<file path="src/rtl/spfp_pkg.sv">
// Shared types and constants for the serial parameter frame parser.
package spfp_pkg;

  // Header bytes that open a command
  localparam logic [7:0] HDR_FIRST  = 8'h55;
  localparam logic [7:0] HDR_SECOND = 8'hAA;

  // Command codes
  localparam logic [7:0] CMD_SEND    = 8'd1;
  localparam logic [7:0] CMD_CAPTURE = 8'd2;
  localparam logic [7:0] CMD_BEEP    = 8'd3;

  // Tail byte that commits a captured frame
  localparam logic [7:0] TAIL_OK = 8'd2;

  // Frame event codes
  localparam logic [1:0] EV_NONE     = 2'd0;
  localparam logic [1:0] EV_COMMIT   = 2'd1;
  localparam logic [1:0] EV_BAD_TAIL = 2'd2;

  // Result kinds
  localparam logic KIND_STATUS = 1'b0;
  localparam logic KIND_WORD   = 1'b1;

  // One result item
  typedef struct packed {
    logic        kind;
    logic [1:0]  frame_event;
    logic        cmd_seen;
    logic [7:0]  cmd_code;
    logic [3:0]  param_index;
    logic [31:0] param_value;
    logic        beep_on;
    logic        send_request;
    logic        last;
  } out_item_t;

  // Controller to datapath commands
  typedef struct packed {
    logic take;        // input transfer this cycle
    logic word_start;  // fetch word 0
    logic word_next;   // fetch the following word
    logic show_word;   // output shows a word item
  } cmd_t;

  // Datapath to controller status
  typedef struct packed {
    logic commit;     // last byte committed a frame
    logic word_last;  // current word is the final one
  } sts_t;

endpackage

</file>
<file path="src/rtl/spfp_if.sv">
// Valid/ready channel interfaces for the input byte and the result item.
interface spfp_in_if;
  logic       valid;
  logic       ready;
  logic [7:0] rx_byte;

  modport source (output valid, output rx_byte, input ready);
  modport sink   (input valid, input rx_byte, output ready);
endinterface

interface spfp_out_if;
  logic        valid;
  logic        ready;
  logic        kind;
  logic [1:0]  frame_event;
  logic        cmd_seen;
  logic [7:0]  cmd_code;
  logic [3:0]  param_index;
  logic [31:0] param_value;
  logic        beep_on;
  logic        send_request;
  logic        last;

  modport source (output valid, output kind, output frame_event, output cmd_seen,
                  output cmd_code, output param_index, output param_value,
                  output beep_on, output send_request, output last, input ready);
  modport sink   (input valid, input kind, input frame_event, input cmd_seen,
                  input cmd_code, input param_index, input param_value,
                  input beep_on, input send_request, input last, output ready);
endinterface

</file>
<file path="src/rtl/spfp_ram.sv">
// Generic single-write, single-read RAM with registered read data.
module spfp_ram #(
  parameter int WIDTH = 8,
  parameter int DEPTH = 16
) (
  input  logic                                        clk_i,
  input  logic                                        we_i,
  input  logic [((DEPTH > 1) ? $clog2(DEPTH) : 1)-1:0] waddr_i,
  input  logic [WIDTH-1:0]                            wdata_i,
  input  logic                                        re_i,
  input  logic [((DEPTH > 1) ? $clog2(DEPTH) : 1)-1:0] raddr_i,
  output logic [WIDTH-1:0]                            rdata_o
);

  logic [WIDTH-1:0] mem_q [DEPTH];
  logic [WIDTH-1:0] rdata_q;

  always_ff @(posedge clk_i) begin
    if (we_i) begin
      mem_q[waddr_i] <= wdata_i;
    end
    if (re_i) begin
      rdata_q <= mem_q[raddr_i];
    end
  end

  assign rdata_o = rdata_q;

endmodule

</file>
<file path="src/rtl/spfp_ctrl.sv">
// Controller: sequences input transfer, status item and parameter word items.
module spfp_ctrl
  import spfp_pkg::*;
(
  input  logic clk_i,
  input  logic rst_ni,
  input  logic in_valid_i,
  output logic in_ready_o,
  output logic out_valid_o,
  input  logic out_ready_i,
  input  sts_t sts_i,
  output cmd_t cmd_o
);

  localparam logic [1:0] ST_IDLE   = 2'd0;
  localparam logic [1:0] ST_STATUS = 2'd1;
  localparam logic [1:0] ST_WORD   = 2'd2;

  logic [1:0] state_q, state_d;

  // Next state and commands
  always_comb begin
    state_d     = state_q;
    in_ready_o  = 1'b0;
    out_valid_o = 1'b0;
    cmd_o       = '0;
    case (state_q)
      ST_IDLE: begin
        in_ready_o = 1'b1;
        if (in_valid_i) begin
          cmd_o.take = 1'b1;
          state_d    = ST_STATUS;
        end
      end
      ST_STATUS: begin
        out_valid_o = 1'b1;
        if (out_ready_i) begin
          if (sts_i.commit) begin
            cmd_o.word_start = 1'b1;
            state_d          = ST_WORD;
          end else begin
            state_d = ST_IDLE;
          end
        end
      end
      ST_WORD: begin
        out_valid_o     = 1'b1;
        cmd_o.show_word = 1'b1;
        if (out_ready_i) begin
          if (sts_i.word_last) begin
            state_d = ST_IDLE;
          end else begin
            cmd_o.word_next = 1'b1;
          end
        end
      end
      default: begin
        state_d = ST_IDLE;
      end
    endcase
  end

  always_ff @(posedge clk_i or negedge rst_ni) begin
    if (!rst_ni) begin
      state_q <= ST_IDLE;
    end else begin
      state_q <= state_d;
    end
  end

endmodule

</file>
<file path="src/rtl/spfp_datapath.sv">
// Datapath: header tracking, payload capture into byte-lane RAMs, result fields.
module spfp_datapath
  import spfp_pkg::*;
#(
  parameter int PAYLOAD_BYTES = 56,
  parameter int WORD_COUNT    = 14
) (
  input  logic       clk_i,
  input  logic       rst_ni,
  input  logic [7:0] rx_byte_i,
  input  cmd_t       cmd_i,
  output sts_t       sts_o,
  output out_item_t  item_o
);

  localparam int CW         = $clog2(PAYLOAD_BYTES + 1);
  localparam int LANE_BYTES = (PAYLOAD_BYTES + 3) / 4;
  localparam int LANE_DEPTH = (LANE_BYTES > WORD_COUNT) ? LANE_BYTES : WORD_COUNT;
  localparam int AW         = (LANE_DEPTH > 1) ? $clog2(LANE_DEPTH) : 1;

  logic [7:0]    prev_q, prev_prev_q;
  logic          cap_q, cap_d;
  logic [CW-1:0] cnt_q, cnt_d;
  logic          commit_q;
  logic [3:0]    widx_q, widx_d;

  // Status item payload, captured on the input transfer
  logic [1:0] ev_q, ev_d;
  logic       seen_q, seen_d;
  logic [7:0] code_q, code_d;
  logic       beep_q, beep_d;
  logic       send_q, send_d;
  logic       commit_d;
  logic       store;

  logic [AW-1:0] waddr, raddr;
  logic          rd_en;
  logic [31:0]   word;

  // Capture step first, then the header check
  always_comb begin
    ev_d     = EV_NONE;
    commit_d = 1'b0;
    beep_d   = 1'b0;
    send_d   = 1'b0;
    seen_d   = 1'b0;
    store    = 1'b0;
    cap_d    = cap_q;
    cnt_d    = cnt_q;
    if (cap_q) begin
      if (cnt_q < CW'(PAYLOAD_BYTES)) begin
        store = 1'b1;
        cnt_d = cnt_q + CW'(1);
      end else begin
        cnt_d = '0;
        cap_d = 1'b0;
        if (rx_byte_i == TAIL_OK) begin
          commit_d = 1'b1;
          ev_d     = EV_COMMIT;
          beep_d   = 1'b1;
          send_d   = 1'b1;
        end else begin
          ev_d = EV_BAD_TAIL;
        end
      end
    end
    if (prev_prev_q == HDR_FIRST && prev_q == HDR_SECOND) begin
      seen_d = 1'b1;
      case (rx_byte_i)
        CMD_SEND: begin
          send_d = 1'b1;
          beep_d = 1'b1;
        end
        CMD_CAPTURE: begin
          cnt_d  = '0;
          cap_d  = 1'b1;
          beep_d = 1'b1;
        end
        CMD_BEEP: begin
          beep_d = 1'b1;
        end
        default: begin
        end
      endcase
    end
    code_d = seen_d ? rx_byte_i : 8'd0;
  end

  // Control state
  always_ff @(posedge clk_i or negedge rst_ni) begin
    if (!rst_ni) begin
      prev_q      <= '0;
      prev_prev_q <= '0;
      cap_q       <= 1'b0;
      cnt_q       <= '0;
      commit_q    <= 1'b0;
      widx_q      <= '0;
    end else begin
      if (cmd_i.take) begin
        prev_q      <= rx_byte_i;
        prev_prev_q <= prev_q;
        cap_q       <= cap_d;
        cnt_q       <= cnt_d;
        commit_q    <= commit_d;
      end
      widx_q <= widx_d;
    end
  end

  // Status payload
  always_ff @(posedge clk_i) begin
    if (cmd_i.take) begin
      ev_q   <= ev_d;
      seen_q <= seen_d;
      code_q <= code_d;
      beep_q <= beep_d;
      send_q <= send_d;
    end
  end

  // Word index and read address
  always_comb begin
    widx_d = widx_q;
    if (cmd_i.word_start) begin
      widx_d = '0;
    end else if (cmd_i.word_next) begin
      widx_d = widx_q + 4'd1;
    end
  end

  assign rd_en = cmd_i.word_start | cmd_i.word_next;
  assign raddr = AW'(widx_d);
  assign waddr = AW'(cnt_q >> 2);

  // Four byte lanes: payload byte i sits in lane i mod 4 at address i / 4
  for (genvar l = 0; l < 4; l++) begin : g_lane
    logic lane_we;
    assign lane_we = cmd_i.take & store & (cnt_q[1:0] == 2'(l));

    spfp_ram #(
      .WIDTH (8),
      .DEPTH (LANE_DEPTH)
    ) u_ram (
      .clk_i   (clk_i),
      .we_i    (lane_we),
      .waddr_i (waddr),
      .wdata_i (rx_byte_i),
      .re_i    (rd_en),
      .raddr_i (raddr),
      .rdata_o (word[8*l +: 8])
    );
  end

  assign sts_o.commit    = commit_q;
  assign sts_o.word_last = (widx_q == 4'(WORD_COUNT - 1));

  // Result fields
  always_comb begin
    item_o = '0;
    if (cmd_i.show_word) begin
      item_o.kind        = KIND_WORD;
      item_o.param_index = widx_q;
      item_o.param_value = word;
      item_o.last        = sts_o.word_last;
    end else begin
      item_o.kind         = KIND_STATUS;
      item_o.frame_event  = ev_q;
      item_o.cmd_seen     = seen_q;
      item_o.cmd_code     = code_q;
      item_o.beep_on      = beep_q;
      item_o.send_request = send_q;
      item_o.last         = ~commit_q;
    end
  end

endmodule

</file>
<file path="src/rtl/serial_param_frame_parser.sv">
// Serial parameter frame parser top level: controller, datapath and channels.
//
// Each received byte is one input transfer and yields one status item; a byte
// that commits a captured frame is followed by WORD_COUNT parameter word items.
// A plain byte passes through its transfer and its status item, and a committing
// byte goes on into its word items: each word is one read of four byte-lane
// RAMs that hold the payload, fetched one word per cycle while the sink is
// ready. A new byte is taken only once all results of the previous byte have
// been transferred. The payload RAMs need no clearing after reset; words that
// reach past the captured payload read undefined data.
module serial_param_frame_parser
  import spfp_pkg::*;
#(
  parameter int PAYLOAD_BYTES = 56,
  parameter int WORD_COUNT    = 14
) (
  input  logic              clk_i,
  input  logic              rst_ni,
  spfp_in_if.sink           in_i,
  spfp_out_if.source        out_o
);

  cmd_t      cmd;
  sts_t      sts;
  out_item_t item;
  logic      in_ready, out_valid;

  spfp_ctrl u_ctrl (
    .clk_i       (clk_i),
    .rst_ni      (rst_ni),
    .in_valid_i  (in_i.valid),
    .in_ready_o  (in_ready),
    .out_valid_o (out_valid),
    .out_ready_i (out_o.ready),
    .sts_i       (sts),
    .cmd_o       (cmd)
  );

  spfp_datapath #(
    .PAYLOAD_BYTES (PAYLOAD_BYTES),
    .WORD_COUNT    (WORD_COUNT)
  ) u_datapath (
    .clk_i     (clk_i),
    .rst_ni    (rst_ni),
    .rx_byte_i (in_i.rx_byte),
    .cmd_i     (cmd),
    .sts_o     (sts),
    .item_o    (item)
  );

  // Channel wiring
  assign in_i.ready         = in_ready;
  assign out_o.valid        = out_valid;
  assign out_o.kind         = item.kind;
  assign out_o.frame_event  = item.frame_event;
  assign out_o.cmd_seen     = item.cmd_seen;
  assign out_o.cmd_code     = item.cmd_code;
  assign out_o.param_index  = item.param_index;
  assign out_o.param_value  = item.param_value;
  assign out_o.beep_on      = item.beep_on;
  assign out_o.send_request = item.send_request;
  assign out_o.last         = item.last;

endmodule

</file>
<file path="src/flat_wrapper.sv">
// flat-port wrapper written by rule: the top's interface ports become plain ports
module serial_param_frame_parser_flat import spfp_pkg::*;
#(
  parameter int PAYLOAD_BYTES = 56,
  parameter int WORD_COUNT    = 14
)
  (clk_i, rst_ni, in_i_valid, in_i_rx_byte, in_i_ready, out_o_valid, out_o_kind, out_o_frame_event, out_o_cmd_seen, out_o_cmd_code, out_o_param_index, out_o_param_value, out_o_beep_on, out_o_send_request, out_o_last, out_o_ready);
  spfp_in_if in_i_i ();
  spfp_out_if out_o_i ();
  input  logic clk_i;
  input  logic rst_ni;
  input wire logic [$bits(in_i_i.valid)-1:0] in_i_valid;
  input wire logic [$bits(in_i_i.rx_byte)-1:0] in_i_rx_byte;
  output wire logic [$bits(in_i_i.ready)-1:0] in_i_ready;
  output wire logic [$bits(out_o_i.valid)-1:0] out_o_valid;
  output wire logic [$bits(out_o_i.kind)-1:0] out_o_kind;
  output wire logic [$bits(out_o_i.frame_event)-1:0] out_o_frame_event;
  output wire logic [$bits(out_o_i.cmd_seen)-1:0] out_o_cmd_seen;
  output wire logic [$bits(out_o_i.cmd_code)-1:0] out_o_cmd_code;
  output wire logic [$bits(out_o_i.param_index)-1:0] out_o_param_index;
  output wire logic [$bits(out_o_i.param_value)-1:0] out_o_param_value;
  output wire logic [$bits(out_o_i.beep_on)-1:0] out_o_beep_on;
  output wire logic [$bits(out_o_i.send_request)-1:0] out_o_send_request;
  output wire logic [$bits(out_o_i.last)-1:0] out_o_last;
  input wire logic [$bits(out_o_i.ready)-1:0] out_o_ready;
  assign in_i_i.valid = in_i_valid;
  assign in_i_i.rx_byte = in_i_rx_byte;
  assign in_i_ready = in_i_i.ready;
  assign out_o_valid = out_o_i.valid;
  assign out_o_kind = out_o_i.kind;
  assign out_o_frame_event = out_o_i.frame_event;
  assign out_o_cmd_seen = out_o_i.cmd_seen;
  assign out_o_cmd_code = out_o_i.cmd_code;
  assign out_o_param_index = out_o_i.param_index;
  assign out_o_param_value = out_o_i.param_value;
  assign out_o_beep_on = out_o_i.beep_on;
  assign out_o_send_request = out_o_i.send_request;
  assign out_o_last = out_o_i.last;
  assign out_o_i.ready = out_o_ready;
  serial_param_frame_parser #(.PAYLOAD_BYTES(PAYLOAD_BYTES), .WORD_COUNT(WORD_COUNT)) u_core (.clk_i(clk_i), .rst_ni(rst_ni), .in_i(in_i_i), .out_o(out_o_i));
endmodule
</file>
<file path="config.mk">
export PLATFORM = sky130hd
export DESIGN_NAME = serial_param_frame_parser_flat
export DESIGN_NICKNAME = d
export VERILOG_FILES = /design/src/rtl/spfp_pkg.sv /design/src/rtl/spfp_if.sv /design/src/rtl/spfp_ram.sv /design/src/rtl/spfp_ctrl.sv /design/src/rtl/spfp_datapath.sv /design/src/rtl/serial_param_frame_parser.sv /design/src/flat_wrapper.sv
export SDC_FILE = /design/constraint.sdc
export NUM_CORES = 1
export LEC_CHECK = 0
export BUFFER_PORTS_ARGS = -buffer_cell sky130_fd_sc_hd__buf_2
export CELL_PAD_IN_SITES_DETAIL_PLACEMENT = 0
export CELL_PAD_IN_SITES_GLOBAL_PLACEMENT = 2
export CORE_MARGIN = 4
export CORE_UTILIZATION = 49
export DETAILED_ROUTE_END_ITERATION = 6
export PLACE_DENSITY_LB_ADDON = 0.12
export SLEW_MARGIN = 40
export SYNTH_ARGS = -nofsm -noshare
export SYNTH_HDL_FRONTEND = slang
export SYNTH_SLANG_ARGS = --single-unit
</file>
<file path="constraint.sdc">
create_clock -name clk_i -period 4.25 [get_ports clk_i]
set_input_delay 0 -clock clk_i [delete_from_list [all_inputs] [get_ports clk_i]]
set_output_delay 0 -clock clk_i [all_outputs]
set_load 0.01 [all_outputs]
</file>
; ---- Word level (Yosys, flattened, before mapping)
; Memories as Yosys holds them, arrays and structs flattened. A register that Yosys moved wholly into a read port is not among the register bits.
; Index checks and enable logic that the tools add are counted.
[classes]
add_sub_neg = 2
n_lt_le_gt_ge = 1
eq_ne = 15
mux = 48
bitwise_logic = 8
reduce_logical = 7
[op_table]
columns = operator, n
row1 = 36-bit 2-to-1 mux, 1
row2 = 1-bit 2-to-1 mux, 31
row3 = 6-bit 2-to-1 mux, 4
row4 = "8-bit by 2-bit == test with 1-bit output, second input constant", 2
row5 = 2-bit 2-to-1 mux, 8
row6 = 11-bit 2-to-1 mux, 1
row7 = "8-bit by 1-bit == test with 1-bit output, second input constant", 1
row8 = "8-bit by 7-bit == test with 1-bit output, second input constant", 1
row9 = "8-bit == test, second input constant", 1
row10 = 4-bit 2-to-1 mux, 2
row11 = "6-bit by 1-bit adder with 6-bit output, second input constant", 1
row12 = "2-bit == test, second input constant", 3
row13 = "6-bit < comparator, second input constant", 1
row14 = "2-bit inequality test, second input constant", 3
row15 = 2-bit case mux with 3 select lines, 1
row16 = 1-bit bitwise AND, 5
row17 = "4-bit by 1-bit adder with 4-bit output, second input constant", 1
row18 = "2-bit by 1-bit == test with 1-bit output, second input constant", 2
row19 = "4-bit == test, second input constant", 1
row20 = 2-bit zero test, 2
row21 = 4-bit AND reduction, 1
row22 = 2-bit OR reduction, 2
row23 = 3-bit OR reduction, 1
row24 = "2-bit by 1-bit inequality test with 1-bit output, second input constant", 1
row25 = 3 further kinds, 4
[totals]
reg_bits = 43
ramBits = 448
input_bits = 12
out_inout_bits = 53
elab_cells = 97
n_memories = 4
[mem_list]
columns = name, words, width, rd, rd_ports_with_merged_regs, wr, line_no
row1 = u_core.u_datapath.g_lane[0].u_ram.mem_q, 14, 8, 1, 1, 1, spfp_ram.sv:15  ; logic [WIDTH-1:0] mem_q [DEPTH];
row2 = u_core.u_datapath.g_lane[1].u_ram.mem_q, 14, 8, 1, 1, 1, spfp_ram.sv:15
row3 = u_core.u_datapath.g_lane[2].u_ram.mem_q, 14, 8, 1, 1, 1, spfp_ram.sv:15
row4 = u_core.u_datapath.g_lane[3].u_ram.mem_q, 14, 8, 1, 1, 1, spfp_ram.sv:15

; ---- Logic depth before layout (Yosys ltp)
; Gate-level depths: netlist of the first run.
[logic_depth]
depth_word = 7
mapped_depth = 12
mapped_depth_nobuf = 9

; ---- Modules after synthesis
; Synthesis of the first run repeated with hierarchy kept, for this count alone.
[unflattened]
hier_cells = 1054
hier_area_um2 = 21095.2
[by_module_without_submodules]
columns = module, n_inst, cells_each, area_each_um2, seq_area_each_um2
row1 = spfp_ram, 4, 210, 4687.0, 3603.5
row2 = spfp_datapath, 1, 196, 2159.6, 1091.0
row3 = spfp_ctrl, 1, 18, 187.7, 50.0

; ---- Worst setup path after synthesis of the first run
; Ideal clock, no wire load.
[synth_timing]
kind = register -> register
startpoint = register u_core.u_ctrl.state_q[0]
endpoint = memory u_core.u_datapath.g_lane[3].u_ram.mem_q[12][0] (enable)
setup_time_ns = 0.370
arrival_ns = 2.238
required_time_ns = 3.880
path_slack_ns = 1.642
path_stages_with_launch = 8
path_buffers = 1
period_less_slack_ns = 2.608
cell_sequence = dfrtp_1 inv_1 ha_1 nand2_1 inv_1 buf_1 nand3_1 nor2_1
[synth_lines]
columns = element, line_no
row1 = start: declaration, spfp_ctrl.sv:19  ; logic [1:0] state_q, state_d;
row2 = start signal: assignment, spfp_ctrl.sv:67  ; state_q <= state_d;
row3 = end: declaration, spfp_ram.sv:15

; ---- Worst setup path in the final report of the first run
[layout_timing]
startpoint = register u_core.u_datapath.widx_q[0]
endpoint = register u_core.u_datapath.g_lane[3].u_ram.rdata_q[5] (read register of u_core.u_datapath.g_lane[3].u_ram.mem_q) (data pin)
[layout_via]
elab_chain_cells = 6
elab_cells_between_ends = 8
cone_classes = add/sub (1) / eq/ne (1) / mux (5) / bitwise (1)
[layout_rtl]
columns = element, line_no
row1 = start: declaration, spfp_datapath.sv:25  ; logic [3:0] widx_q, widx_d;
row2 = start signal: assignment, spfp_datapath.sv:106  ; widx_q <= widx_d;
row3 = 4-bit == test, spfp_datapath.sv:155  ; assign sts_o.word_last = (widx_q == 4'(WORD_COUNT - 1));
row4 = 1-bit 2-to-1 mux, spfp_ctrl.sv:50  ; if (sts_i.word_last) begin
row5 = 1-bit 2-to-1 mux, spfp_ctrl.sv:49  ; if (out_ready_i) begin
row6 = 2-bit 2-to-1 mux, spfp_ctrl.sv:27  ; case (state_q)
row7 = 4-bit 2-to-1 mux, spfp_datapath.sv:126  ; end else if (cmd_i.word_next) begin
row8 = 4-bit 2-to-1 mux, spfp_datapath.sv:124  ; if (cmd_i.word_start) begin
row9 = end: declaration, spfp_ram.sv:16  ; logic [WIDTH-1:0] rdata_q;
; Parallel ways exist; a longest one is shown, timed or not.
; A chain may end at the register's enable or synchronous reset.

==> results of run 1 <==
layout by cell type, fill, tap and decap left out, types with 13 or more instances in the layout:
cell	Yosys	final
sky130_fd_sc_hd__o22a_1	32	32
sky130_fd_sc_hd__dfrtp_1	30	30
sky130_fd_sc_hd__a222oi_1	32	32
sky130_fd_sc_hd__a21oi_1	36	36
sky130_fd_sc_hd__mux2_2	16	16
sky130_fd_sc_hd__edfxtp_1	493	493
sky130_fd_sc_hd__buf_2	26	63
sky130_fd_sc_hd__and3_1	35	35
sky130_fd_sc_hd__and2_1	44	44
sky130_fd_sc_hd__o221ai_1	64	64
sky130_fd_sc_hd__nor2_1	64	56
sky130_fd_sc_hd__nand3_1	76	76
sky130_fd_sc_hd__clkbuf_1	62	13
sky130_fd_sc_hd__clkbuf_16	0	54
sky130_fd_sc_hd__o21ai_0	13	13
sky130_fd_sc_hd__a311o_1	32	32
sky130_fd_sc_hd__buf_4	2	39
sky130_fd_sc_hd__a211oi_1	32	32
sky130_fd_sc_hd__nand2_1	225	225
sky130_fd_sc_hd__nor2b_1	18	18
flip-flops by register name, summed over array words and instances (netlist names):
| name | count |
|---|---|
| u_core.u_datapath.widx_q | 4 |
| u_core.u_datapath.commit_q | 1 |
| u_core.u_datapath.prev_prev_q | 8 |
| u_core.u_datapath.beep_q | 1 |
| u_core.u_datapath.ev_q | 2 |
| u_core.u_datapath.seen_q | 1 |
| u_core.u_datapath.cap_q | 1 |
| u_core.u_datapath.code_q | 8 |
| u_core.u_datapath.cnt_q | 6 |
| u_core.u_datapath.g_lane.u_ram.mem_q | 448 |
| u_core.u_datapath.g_lane.u_ram.rdata_o | 32 |
| u_core.u_datapath.send_q | 1 |
| u_core.u_ctrl.state_q | 2 |
| u_core.u_datapath.prev_q | 8 |
power by group through the flow:
stage / logic [W] / registers (W) / clock network [W]
6_report: 0.00117 / 0.00582 / 0.00443
5_1_grt: 0.00128 / 0.00584 / 0.00473
4_1_cts: 0.00119 / 0.00583 / 0.00451
3_5_place_dp: 0.00117 / 0.00593 / 0
3_3_place_gp: 0.00115 / 0.00593 / 0
2_1_floorplan: 0.000764 / 0.00591 / 0
path summary, 6_finish.rpt:
path / slack (ns) / startpoint / endpoint
worst max-delay path: 1.0 / u_core.u_datapath.widx_q[0]$_DFF_PN0_ / u_core.u_datapath.g_lane[3].u_ram.rdata_o[5]$_DFFE_PP_
worst min-delay path: 0.02 / in_i_rx_byte[4] / u_core.u_datapath.g_lane[2].u_ram.mem_q[3][4]$_DFFE_PP_
worst max register to register: 1.0 / u_core.u_datapath.widx_q[0]$_DFF_PN0_ / u_core.u_datapath.g_lane[3].u_ram.rdata_o[5]$_DFFE_PP_
worst min register to register: 0.50 / u_core.u_datapath.prev_prev_q[2]$_DFFE_PN0P_ / u_core.u_datapath.prev_prev_q[2]$_DFFE_PN0P_
max in group asynchronous: 3.44 / rst_ni / u_core.u_datapath.widx_q[3]$_DFF_PN0_
min in group asynchronous: 0.48 / rst_ni / u_core.u_datapath.prev_prev_q[6]$_DFFE_PN0P_
metal layers:
| metal | up-vias | track usage, % | share of wire [%] |
|---|---|---|---|
| li1 | 5595 | - | - |
| met1 | 6244 | 33.7 | 45 |
| met2 | 395 | 36.9 | 48 |
| met3 | 69 | 3.23 | 5.8 |
| met4 | 0 | 5.30 | 1.7 |
| met5 | - | 0 | 0 |
area by class of cell:
cell class                      instances  share of cell area [%]
Multi-Input combinational cell        769                    20.3
Tap cell                              539                    2.88
Clock inverter                         27                    1.01
Clock buffer                           67                    5.98
Inverter                               12                   0.192
Timing Repair Buffer                  113                    3.28
Sequential cell                       523                    66.4
worst max-delay path, delay by kind of cell (launching register included):
family                   cells  cell delay, ns
flip-flops                   1            0.57
AND/OR/NAND/NOR              2            0.49
adder cells (fa/ha/maj)      1            0.28
AO/OA/AOI/OAI                4            1.12
buffers and inverters        1            0.51
through the flow:
step	area [um2]	setup slack (ns)
floorplan	20800	1.64
global placement	21700	1.08
detailed placement	21700	1.03
CTS	23400	1.02
global route	23400	0.796
finish	23400	0.997
cells by family after synthesis:
group	share of synthesized area [%]
AO/OA/AOI/OAI	10.3
XOR/XNOR	0.127
adder cells (fa/ha/maj)	0.542
buffers and inverters	2.50
flip-flops	74.9
multiplexers	0.868
AND/OR/NAND/NOR	10.7
==> impl_results.md, run 1 <==
- Depth of the CTS H-tree: 2
- Antenna-violating nets left: 0
- Global-route total usage across every layer: 22.9%
- Min Clock Period, post-route: 3.25 ns
- Synthesized area: 20800 um2
- Clock Tree Buf Depth: 3
- # Max-Cap Violations: 0
- Share of async-settable or async-resettable flops after synthesis: 5.74%
- Total congestion overflow: 0
- Number of nets at the end of the flow: 1492
- Clock buffer count from CTS: 52
- First-pass DRT Iterations: 7
- Kind of end point of the critical path: register
- Combinational share of power: 10.2%
- Number of inserted diodes: 0
- Power per standard cell area: 488 nW/um2
- Remaining DRCs: 0
- Core utilization of the finished layout: 55.9%
- Outcome: finished clean
- Syn_nets: 1428
- Sequential cell area: 15600 um2
- LEAKAGE: 7.86 nW
- Top cells by area in the synthesized netlist: sky130_fd_sc_hd__edfxtp_1 71%, sky130_fd_sc_hd__nand2_1 4.1%, sky130_fd_sc_hd__dfrtp_1 3.6%, sky130_fd_sc_hd__o221ai_1 2.7%, sky130_fd_sc_hd__nand3_1 1.8%
- Per-cell routed wire length: 25.5 um
- Sequential element share of the synthesized area: 74.9%
- CTS Hold Bufs: 5
- Largest voltage drop on the vdd net: 0.375 mV
- Total via count after detailed routing: 12300
- Highest-delay cell along the critical path: sky130_fd_sc_hd__dfrtp_1
- Vias in the first global route: 12000
- Post-CTS clock slew at the launch and capture registers of the worst setup and hold paths: 0.06 ns
- Share of layout cells above drive strength 1: 14.0%
- Clock power share: 38.8%
- Via density: 6.00
- Avg Inst Size Synth: 14.8 um2
- Initial standard-cell utilization of the core: 49.5%
- Unrepaired setup endpoints after global routing: false
- Type of the most critical hold path: input pin to register
- Number of slew-limit violations in the final report: 0
- Worst relative slew slack: 43.6%
- Total power: 0.0114 W
- Num rows: 75
- Placed cell count: 1950
- Violation count after the first detailed-route iteration: 1288
- Count of flip-flops with a built-in enable after synthesis: 493
- Primary flip-flop cell chosen by synthesis mapping: sky130_fd_sc_hd__edfxtp_1
- Switching power total: 0.00265 W
- Period utilisation layout: 76.5%
- CTS tree: built
- Total negative slack for setup checks: 0 ns
- Post-CTS sizing: 0
- Category of the critical setup timing path: register to register
- Worst-case reg-to-reg path depth: 8
- Setup violation total in the final timing report: 0
- Net switching fraction of the power: 23.2%
- Maximum number of pins on one net before global-route repair: 130
- Area growth syn-to-layout: 12.9%
- Number of ports placed on the die boundary: 65
- Fillcell total: 3356
- Core Area: 41900 um2
- Clock skew after layout: 0.0176 ns
- Area of the die: 45700 um2
- Routability cong.: 0.781
- Cells after synthesis: 1407
- DIE WIDTH: 214 um
- Share of Yosys cell area claimed by the top area cell type: 71.3%
- Seq pwr share: 51.0%
- DIE HEIGHT: 214 um
- Measured slew at the worst slew-check pin: 0.843 ns
- Clk Tree Root Cell: sky130_fd_sc_hd__clkbuf_16
- Largest fanout of any net on the critical path: 129
- Number of standard cells in the final layout excluding fillers: 2050
- Post-CTS setup-driven buffer insertion count: 0
- Buffers added on ports: 64
- Cell Int Power: 0.00877 W
- First-pass GRT wire length: 77900 um
- Crit path required time: 4.64 ns
- Critical path arrival: 3.64 ns
- Number of hold violations in the final report: 0
- Yosys warnings: 0
- Yosys top cell by area: sky130_fd_sc_hd__edfxtp_1
- Multi-input gate area in the final layout: 4750 um2
- CTS Sinks: 523
- Kind of start point of the critical path: register
- Cell depth of the worst hold path: 2
- Clock latency on the worst-skew pair: 0.59 ns
- Netlist cell types: 54
- Delay of the slowest cell on the worst path: 0.57 ns
- WHS: 0.0210 ns
- Ordered cell list for the critical path: ha_1 -> and3_1 -> nor2_2 -> a211oi_4 -> buf_12 -> a211oi_1 -> a311o_1 -> a222oi_1
- Wire length after detailed routing: 52400 um
- Dominant cell by count in the synthesized netlist: sky130_fd_sc_hd__edfxtp_1
- Top cells by count, synth: 493 x sky130_fd_sc_hd__edfxtp_1, 225 x sky130_fd_sc_hd__nand2_1, 76 x sky130_fd_sc_hd__nand3_1, 64 x sky130_fd_sc_hd__nor2_1, 64 x sky130_fd_sc_hd__o221ai_1
- HPWL reported at the end of detailed placement: 30600 um
- #FFs+latches synth: 523
- Max Freq: 307 MHz
- Antenna violations before repair: 1
(Power assumes the default switching activity.)
==> run 2, diff against run 1 <==
Settings changed: CORE_UTILIZATION 49 to 41.
Clock period 4.25 ns to 2.8 ns, I/O delays scaled along.
==> impl_results.md, run 2 (synthesized netlist as in run 1, its figures left out) <==
- Min Clock Period, post-route: 2.72 ns (-0.536 ns)
- First-pass GRT wire length: 85000 um (+9.1%)
- Global-route total usage across every layer: 21.2% (-1.7 points)
- Setup slack of the most critical reg-to-reg path: 0.08 ns (-0.91 ns)
- Largest fanout of any net on the critical path: 20 (-84%)
- Clock buffer count from CTS: 56 (+7.7%)
- Clk Tree Root Cell: sky130_fd_sc_hd__clkbuf_16
- Most flops, register: u_core.u_datapath.g_lane.u_ram.mem_q
- Violation count after the first detailed-route iteration: 1233 (-4.3%)
- Measured slew at the worst slew-check pin: 0.832 ns (-0.0108 ns)
- Number of nets at the end of the flow: 1594 (+6.8%)
- Max Freq: 368 MHz (+20%)
- DIE WIDTH: 233 um (+9.0%)
- Clock skew after layout: 0.0228 ns (+0.00526 ns)
- Most frequent cells in the layout: 493 x sky130_fd_sc_hd__edfxtp_1, 225 x sky130_fd_sc_hd__nand2_1, 111 x sky130_fd_sc_hd__buf_4
- Setup WS post-layout: 0.0835 ns (-0.914 ns)
- Remaining DRCs: 0 (unchanged)
- Worst relative slew slack: 44.5% (+0.92 points)
- Sequential cell area: 15600 um2 (unchanged)
- CTS Sinks: 523 (unchanged)
- Depth of the CTS H-tree: 2 (unchanged)
- Seq pwr share: 48.9% (-2.1 points)
- Most common cell after layout, fill and taps aside: sky130_fd_sc_hd__edfxtp_1
- Buffers added on ports: 64 (unchanged)
- Maximum number of pins on one net before global-route repair: 65 (-50%)
- Clock latency on the worst-skew pair: 0.61 ns (+0.02 ns)
- First-pass DRT Iterations: 5 (-2)
- Outcome: finished clean
- Multi-input gate area in the final layout: 4760 um2 (+0.21%)
- Kind of start point of the critical path: register
- HPWL reported at the end of detailed placement: 34500 um (+13%)
- Fin area: 24800 um2 (+5.9%)
- Antenna-violating nets left: 0 (unchanged)
- Share of layout cells above drive strength 1: 19.1% (+5.1 points)
- Vias in the first global route: 12800 (+7.4%)
- Cell Int Power: 0.0138 W (+57%)
- Core utilization of the finished layout: 49.5% (-6.3 points)
- Initial standard-cell utilization of the core: 41.5% (-8.0 points)
- Number of hold violations in the final report: 0 (unchanged)
- DIE HEIGHT: 233 um (+9.0%)
- Num rows: 82 (+9.3%)
- CTS tree: built
- # Max-Cap Violations: 0 (unchanged)
- Antenna violations before repair: 1 (unchanged)
- Critical path arrival: 3.09 ns (-0.55 ns)
- Area of the die: 54300 um2 (+19%)
- Net switching fraction of the power: 23.8% (+0.56 points)
- Unrepaired setup endpoints after global routing: true
- Power per standard cell area: 729 nW/um2 (+50%)
- Switching power total: 0.00430 W (+62%)
- Core Area: 50100 um2 (+19%)
- Total via count after detailed routing: 12900 (+4.7%)
- Category of the critical setup timing path: register to register
- Kind of end point of the critical path: register
- Period utilisation layout: 97.0% (+20 points)
- Max reg flops: 448 (unchanged)
- Wire length after detailed routing: 59300 um (+13%)
- Per-cell routed wire length: 25.9 um (+1.2%)
- Combinational share of power: 11.9% (+1.7 points)
- Clock power share: 39.3% (+0.5 points)
- LEAKAGE: 8.55 nW (+8.9%)
- Crit path required time: 3.17 ns (-1.47 ns)
- Area growth syn-to-layout: 19.5%
- Largest voltage drop on the vdd net: 0.487 mV (+30%)
- Clock Tree Buf Depth: 3 (unchanged)
- Setup violation total in the final timing report: 0 (unchanged)
- Routability cong.: 0.778 (-0.41%)
- Total cell area at the placement stage: 22600 um2 (+4.1%)
- Fillcell total: 4426 (+32%)
- Via density: 5.62 (-6.4%)
- Total congestion overflow: 0 (unchanged)
- Worst slack, placed: 0.0326 ns (-1.00 ns)
- Type of the most critical hold path: input pin to register
- Number of ports placed on the die boundary: 65 (unchanged)
- Number of slew-limit violations in the final report: 0 (unchanged)
- Post-CTS clock slew at the launch and capture registers of the worst setup and hold paths: 0.06 ns (about the same)
run 2: what timing repair did:
item,4_1_cts,5_1_grt
endpoints found under the hold margin,34,30
gates cloned,0,8
pin swaps,0,13
hold buffers,7,1
resized for setup,1,17
buffers inserted,0,10
setup endpoints to repair,2,31
run 2: layer usage:
| metal | track usage, % | vias to the layer above | part of all wire (%) |
|---|---|---|---|
| met4 | 5.73 | 0 | 2.2 |
| met5 | 0 | - | 0 |
| met1 | 30.2 | 6609 | 45 |
| li1 | - | 5819 | - |
| met3 | 2.56 | 73 | 4.7 |
| met2 | 34.7 | 385 | 48 |
run 2: worst paths after layout:
kind | start | end | depth (start not counted)
max | u_core.u_datapath.widx_q[1]$_DFF_PN0_ | u_core.u_datapath.g_lane[1].u_ram.rdata_o[0]$_DFFE_PP_ | 11
min | in_i_rx_byte[6] | u_core.u_datapath.send_q$_DFFE_PP_ | 4
max reg2reg | u_core.u_datapath.widx_q[1]$_DFF_PN0_ | u_core.u_datapath.g_lane[1].u_ram.rdata_o[0]$_DFFE_PP_ | 11
min reg2reg | u_core.u_datapath.prev_prev_q[6]$_DFFE_PN0P_ | u_core.u_datapath.prev_prev_q[6]$_DFFE_PN0P_ | 1
max in group asynchronous | rst_ni | u_core.u_datapath.cnt_q[4]$_DFFE_PN0P_ | 3
min in group asynchronous | rst_ni | u_core.u_datapath.prev_q[3]$_DFFE_PN0P_ | 3
run 2: worst max-delay path, stage by stage, from the launching register on:
cell and delay [ns]:
sky130_fd_sc_hd__dfrtp_1 0.34, sky130_fd_sc_hd__inv_1 0.08, sky130_fd_sc_hd__ha_1 0.21, sky130_fd_sc_hd__and3_2 0.27
sky130_fd_sc_hd__o211ai_4 0.19, sky130_fd_sc_hd__buf_12 0.15, sky130_fd_sc_hd__buf_4 0.14, sky130_fd_sc_hd__clkbuf_16 0.20
sky130_fd_sc_hd__and3_1 0.17, sky130_fd_sc_hd__a211oi_1 0.05, sky130_fd_sc_hd__a311o_1 0.32, sky130_fd_sc_hd__a222oi_1 0.36
run 2: final cells by class:
cell class,instances,area share (%)
sequential,523,62.7
multi-input combinational,769,19.2
timing repair buffer,211,7.43
clock buffer,86,6.35
tap,672,3.39
clock inverter,19,0.696
inverter,12,0.232
antenna,1,0.0101
run 2: power groups by stage:
stage / clock network (W) / registers, W / logic (W)
floorplan: 0 / 0.00897 / 0.00116
global placement: 0 / 0.00900 / 0.00196
detailed placement: 0 / 0.00900 / 0.00196
CTS: 0.00725 / 0.00883 / 0.00200
global route: 0.00757 / 0.00885 / 0.00233
finish: 0.00710 / 0.00884 / 0.00215
run 2: per-stage QoR:
step           setup TNS (ns)  power, W  cells  hold slack, ns
2_1_floorplan               0    0.0101   1407          -0.296
6_report                    0    0.0181   2293          0.0769
3_3_place_gp         -0.00473    0.0110   2161           0.137
3_5_place_dp                0    0.0110   2161           0.140
4_1_cts                     0    0.0181   2273          0.0247
5_1_grt               -0.0840    0.0187   2292          0.0893
==> run 3, diff against run 2 <==
Settings changed: RECOVER_POWER from default to 100.
==> impl_results.md, run 3 (synthesized netlist as in run 1, its figures left out) <==
- Outcome: finished, violations left
- Violations in the final reports: max-capacitance violations, max-slew violations
- Antenna-violating nets left: 0 (unchanged)
- Max reg flops: 448 (unchanged)
- Vias in the first global route: 12800 (unchanged)
- First-pass DRT Iterations: 7 (+2)
- Setup violation total in the final timing report: 0 (unchanged)
- Number of ports placed on the die boundary: 65 (unchanged)
- Number of inserted diodes: 0 (-1)
- Num rows: 82 (unchanged)
- HPWL reported at the end of detailed placement: 34500 um (unchanged)
- Maximum number of pins on one net before global-route repair: 65 (unchanged)
- Kind of start point of the critical path: register
- Setup slack of the most critical reg-to-reg path: 0.07 ns (about the same)
- Antenna violations before repair: 1 (unchanged)
- Category of the critical setup timing path: register to register
- Max Freq: 367 MHz (-0.39%)
- Measured slew at the worst slew-check pin: 1.97 ns (+1.14 ns)
- Via density: 5.60 (-0.27%)
- # Max-Cap Violations: 5 (+5)
- Cell Int Power: 0.0138 W (about the same)
- Clock latency on the worst-skew pair: 0.61 ns (about the same)
- Critical path arrival: 3.10 ns (about the same)
- Type of the most critical hold path: input pin to register
- Global-route total usage across every layer: 21.2% (unchanged)
- Wire length after detailed routing: 59400 um (+0.14%)
- Largest fanout of any net on the critical path: 20 (unchanged)
- Clock Tree Buf Depth: 3 (unchanged)
- CTS Sinks: 523 (unchanged)
- Area of the die: 54300 um2 (unchanged)
- First-pass GRT wire length: 85000 um (unchanged)
- Violation count after the first detailed-route iteration: 1209 (-1.9%)
- Min Clock Period, post-route: 2.73 ns (+0.0108 ns)
- LEAKAGE: 8.51 nW (-0.45%)
- Largest voltage drop on the vdd net: 0.491 mV (+0.77%)
- Routability cong.: 0.778 (unchanged)
- Worst relative slew slack: -31.5% (-76 points)
- Period utilisation layout: 97.4% (+0.38 points)
- Net switching fraction of the power: 23.8% (about the same)
- Crit path required time: 3.17 ns (about the same)
- Depth of the CTS H-tree: 2 (unchanged)
- Kind of end point of the critical path: register
- Number of slew-limit violations in the final report: 209 (+209)
- WHS: 0.0772 ns (+0.000316 ns)
- Power per standard cell area: 731 nW/um2 (+0.19%)
- Per-cell routed wire length: 25.9 um (+0.18%)
- Post-CTS clock slew at the launch and capture registers of the worst setup and hold paths: 0.06 ns (about the same)
- Total congestion overflow: 0 (unchanged)
- Combinational share of power: 11.8% (about the same)
- Most flops, register: u_core.u_datapath.g_lane.u_ram.mem_q
- Unrepaired setup endpoints after global routing: true
- Seq pwr share: 48.9% (about the same)
- Total negative slack for setup checks: 0 ns (unchanged)
- Share of layout cells above drive strength 1: 18.5% (-0.68 points)
- Remaining DRCs: 0 (unchanged)
- DIE WIDTH: 233 um (unchanged)
- Core Area: 50100 um2 (unchanged)
- Clock buffer count from CTS: 56 (unchanged)
- Most common cell after layout, fill and taps aside: sky130_fd_sc_hd__edfxtp_1
- Area growth syn-to-layout: 19.3%
- Clk Tree Root Cell: sky130_fd_sc_hd__clkbuf_16
- CTS tree: built
- Most frequent cells in the layout: 493 x sky130_fd_sc_hd__edfxtp_1, 225 x sky130_fd_sc_hd__nand2_1, 100 x sky130_fd_sc_hd__buf_4
- Initial standard-cell utilization of the core: 41.5% (unchanged)
- Total via count after detailed routing: 12800 (-0.31%)
- DIE HEIGHT: 233 um (unchanged)
- Buffers added on ports: 64 (unchanged)
- Number of nets at the end of the flow: 1594 (unchanged)
- Switching power total: 0.00431 W (about the same)
- Clock power share: 39.3% (about the same)
- Number of hold violations in the final report: 0 (unchanged)
- Clock skew after layout: 0.0229 ns (+0.000100 ns)
[run 3: worst max-delay path, stage by stage, from the launching register on]
cell and delay [ns]:
sky130_fd_sc_hd__dfrtp_1 0.40, sky130_fd_sc_hd__inv_1 0.13, sky130_fd_sc_hd__ha_4 0.19, sky130_fd_sc_hd__nand3b_1 0.15
sky130_fd_sc_hd__o211ai_4 0.24, sky130_fd_sc_hd__buf_12 0.15, sky130_fd_sc_hd__buf_4 0.14, sky130_fd_sc_hd__clkbuf_16 0.19
sky130_fd_sc_hd__and3_1 0.16, sky130_fd_sc_hd__a211oi_1 0.05, sky130_fd_sc_hd__a311o_1 0.33, sky130_fd_sc_hd__a222oi_1 0.36
[run 3: timing repair]
action,in CTS,in global routing
endpoints found under the setup margin,2,31
setup buffers,0,10
resized for setup,1,17
pin swaps,0,13
hold endpoints to repair,34,30
gates cloned,0,8
hold buffers,7,1
[run 3: layer usage]
layer | share of wire [%] | global-route usage [%] | wire [um] | vias to the layer above
li1 | - | - | - | 5818
met1 | 44 | 30.2 | 26200 | 6586
met2 | 49 | 34.7 | 28800 | 369
met3 | 5.2 | 2.56 | 3080 | 73
met4 | 2.1 | 5.73 | 1270 | 0
met5 | 0 | 0 | 0 | -
[run 3: final timing paths]
kind                            depth (start not counted)                                                     end                                         start
min in group asynchronous                               3                 u_core.u_datapath.prev_q[3]$_DFFE_PN0P_                                        rst_ni
worst min register to register                          1            u_core.u_datapath.prev_prev_q[4]$_DFFE_PN0P_  u_core.u_datapath.prev_prev_q[4]$_DFFE_PN0P_
worst min-delay path                                    4                      u_core.u_datapath.send_q$_DFFE_PP_                               in_i_rx_byte[6]
max in group asynchronous                               3                  u_core.u_datapath.cnt_q[4]$_DFFE_PN0P_                                        rst_ni
worst max register to register                         11  u_core.u_datapath.g_lane[1].u_ram.rdata_o[1]$_DFFE_PP_          u_core.u_ctrl.state_q[0]$_DFFE_PN0P_
worst max-delay path                                   11  u_core.u_datapath.g_lane[1].u_ram.rdata_o[1]$_DFFE_PP_          u_core.u_ctrl.state_q[0]$_DFFE_PN0P_
[run 3: power groups by stage]
stage	combinational (W)	clock (W)	sequential, W
finish	0.00214	0.00711	0.00884
global route	0.00232	0.00757	0.00886
CTS	0.00200	0.00725	0.00883
detailed placement	0.00196	0	0.00900
global placement	0.00196	0	0.00900
floorplan	0.00116	0	0.00897
[run 3: layout make-up]
class / instances / area, um2
clock inverters: 19 / 173
multi-input cells: 769 / 4760
clock buffers: 86 / 1580
fillers: 4434 / 25300
well taps: 672 / 841
flip-flops and latches: 523 / 15600
repair buffers: 211 / 1800
inverters: 12 / 57.6
[run 3: per-stage QoR]
step           instance area (um2)  setup WS (ns)  std cells  util (%)  total power (W)
6_report                     24800         0.0728       2292      49.5           0.0181
5_1_grt                      24800        -0.0400       2292      49.5           0.0187
2_1_floorplan                20800          0.192       1407         -           0.0101
3_3_place_gp                 22600       -0.00473       2161      45.2           0.0110
4_1_cts                      24400        0.00642       2273      48.8           0.0181
3_5_place_dp                 22600         0.0326       2161      45.2           0.0110
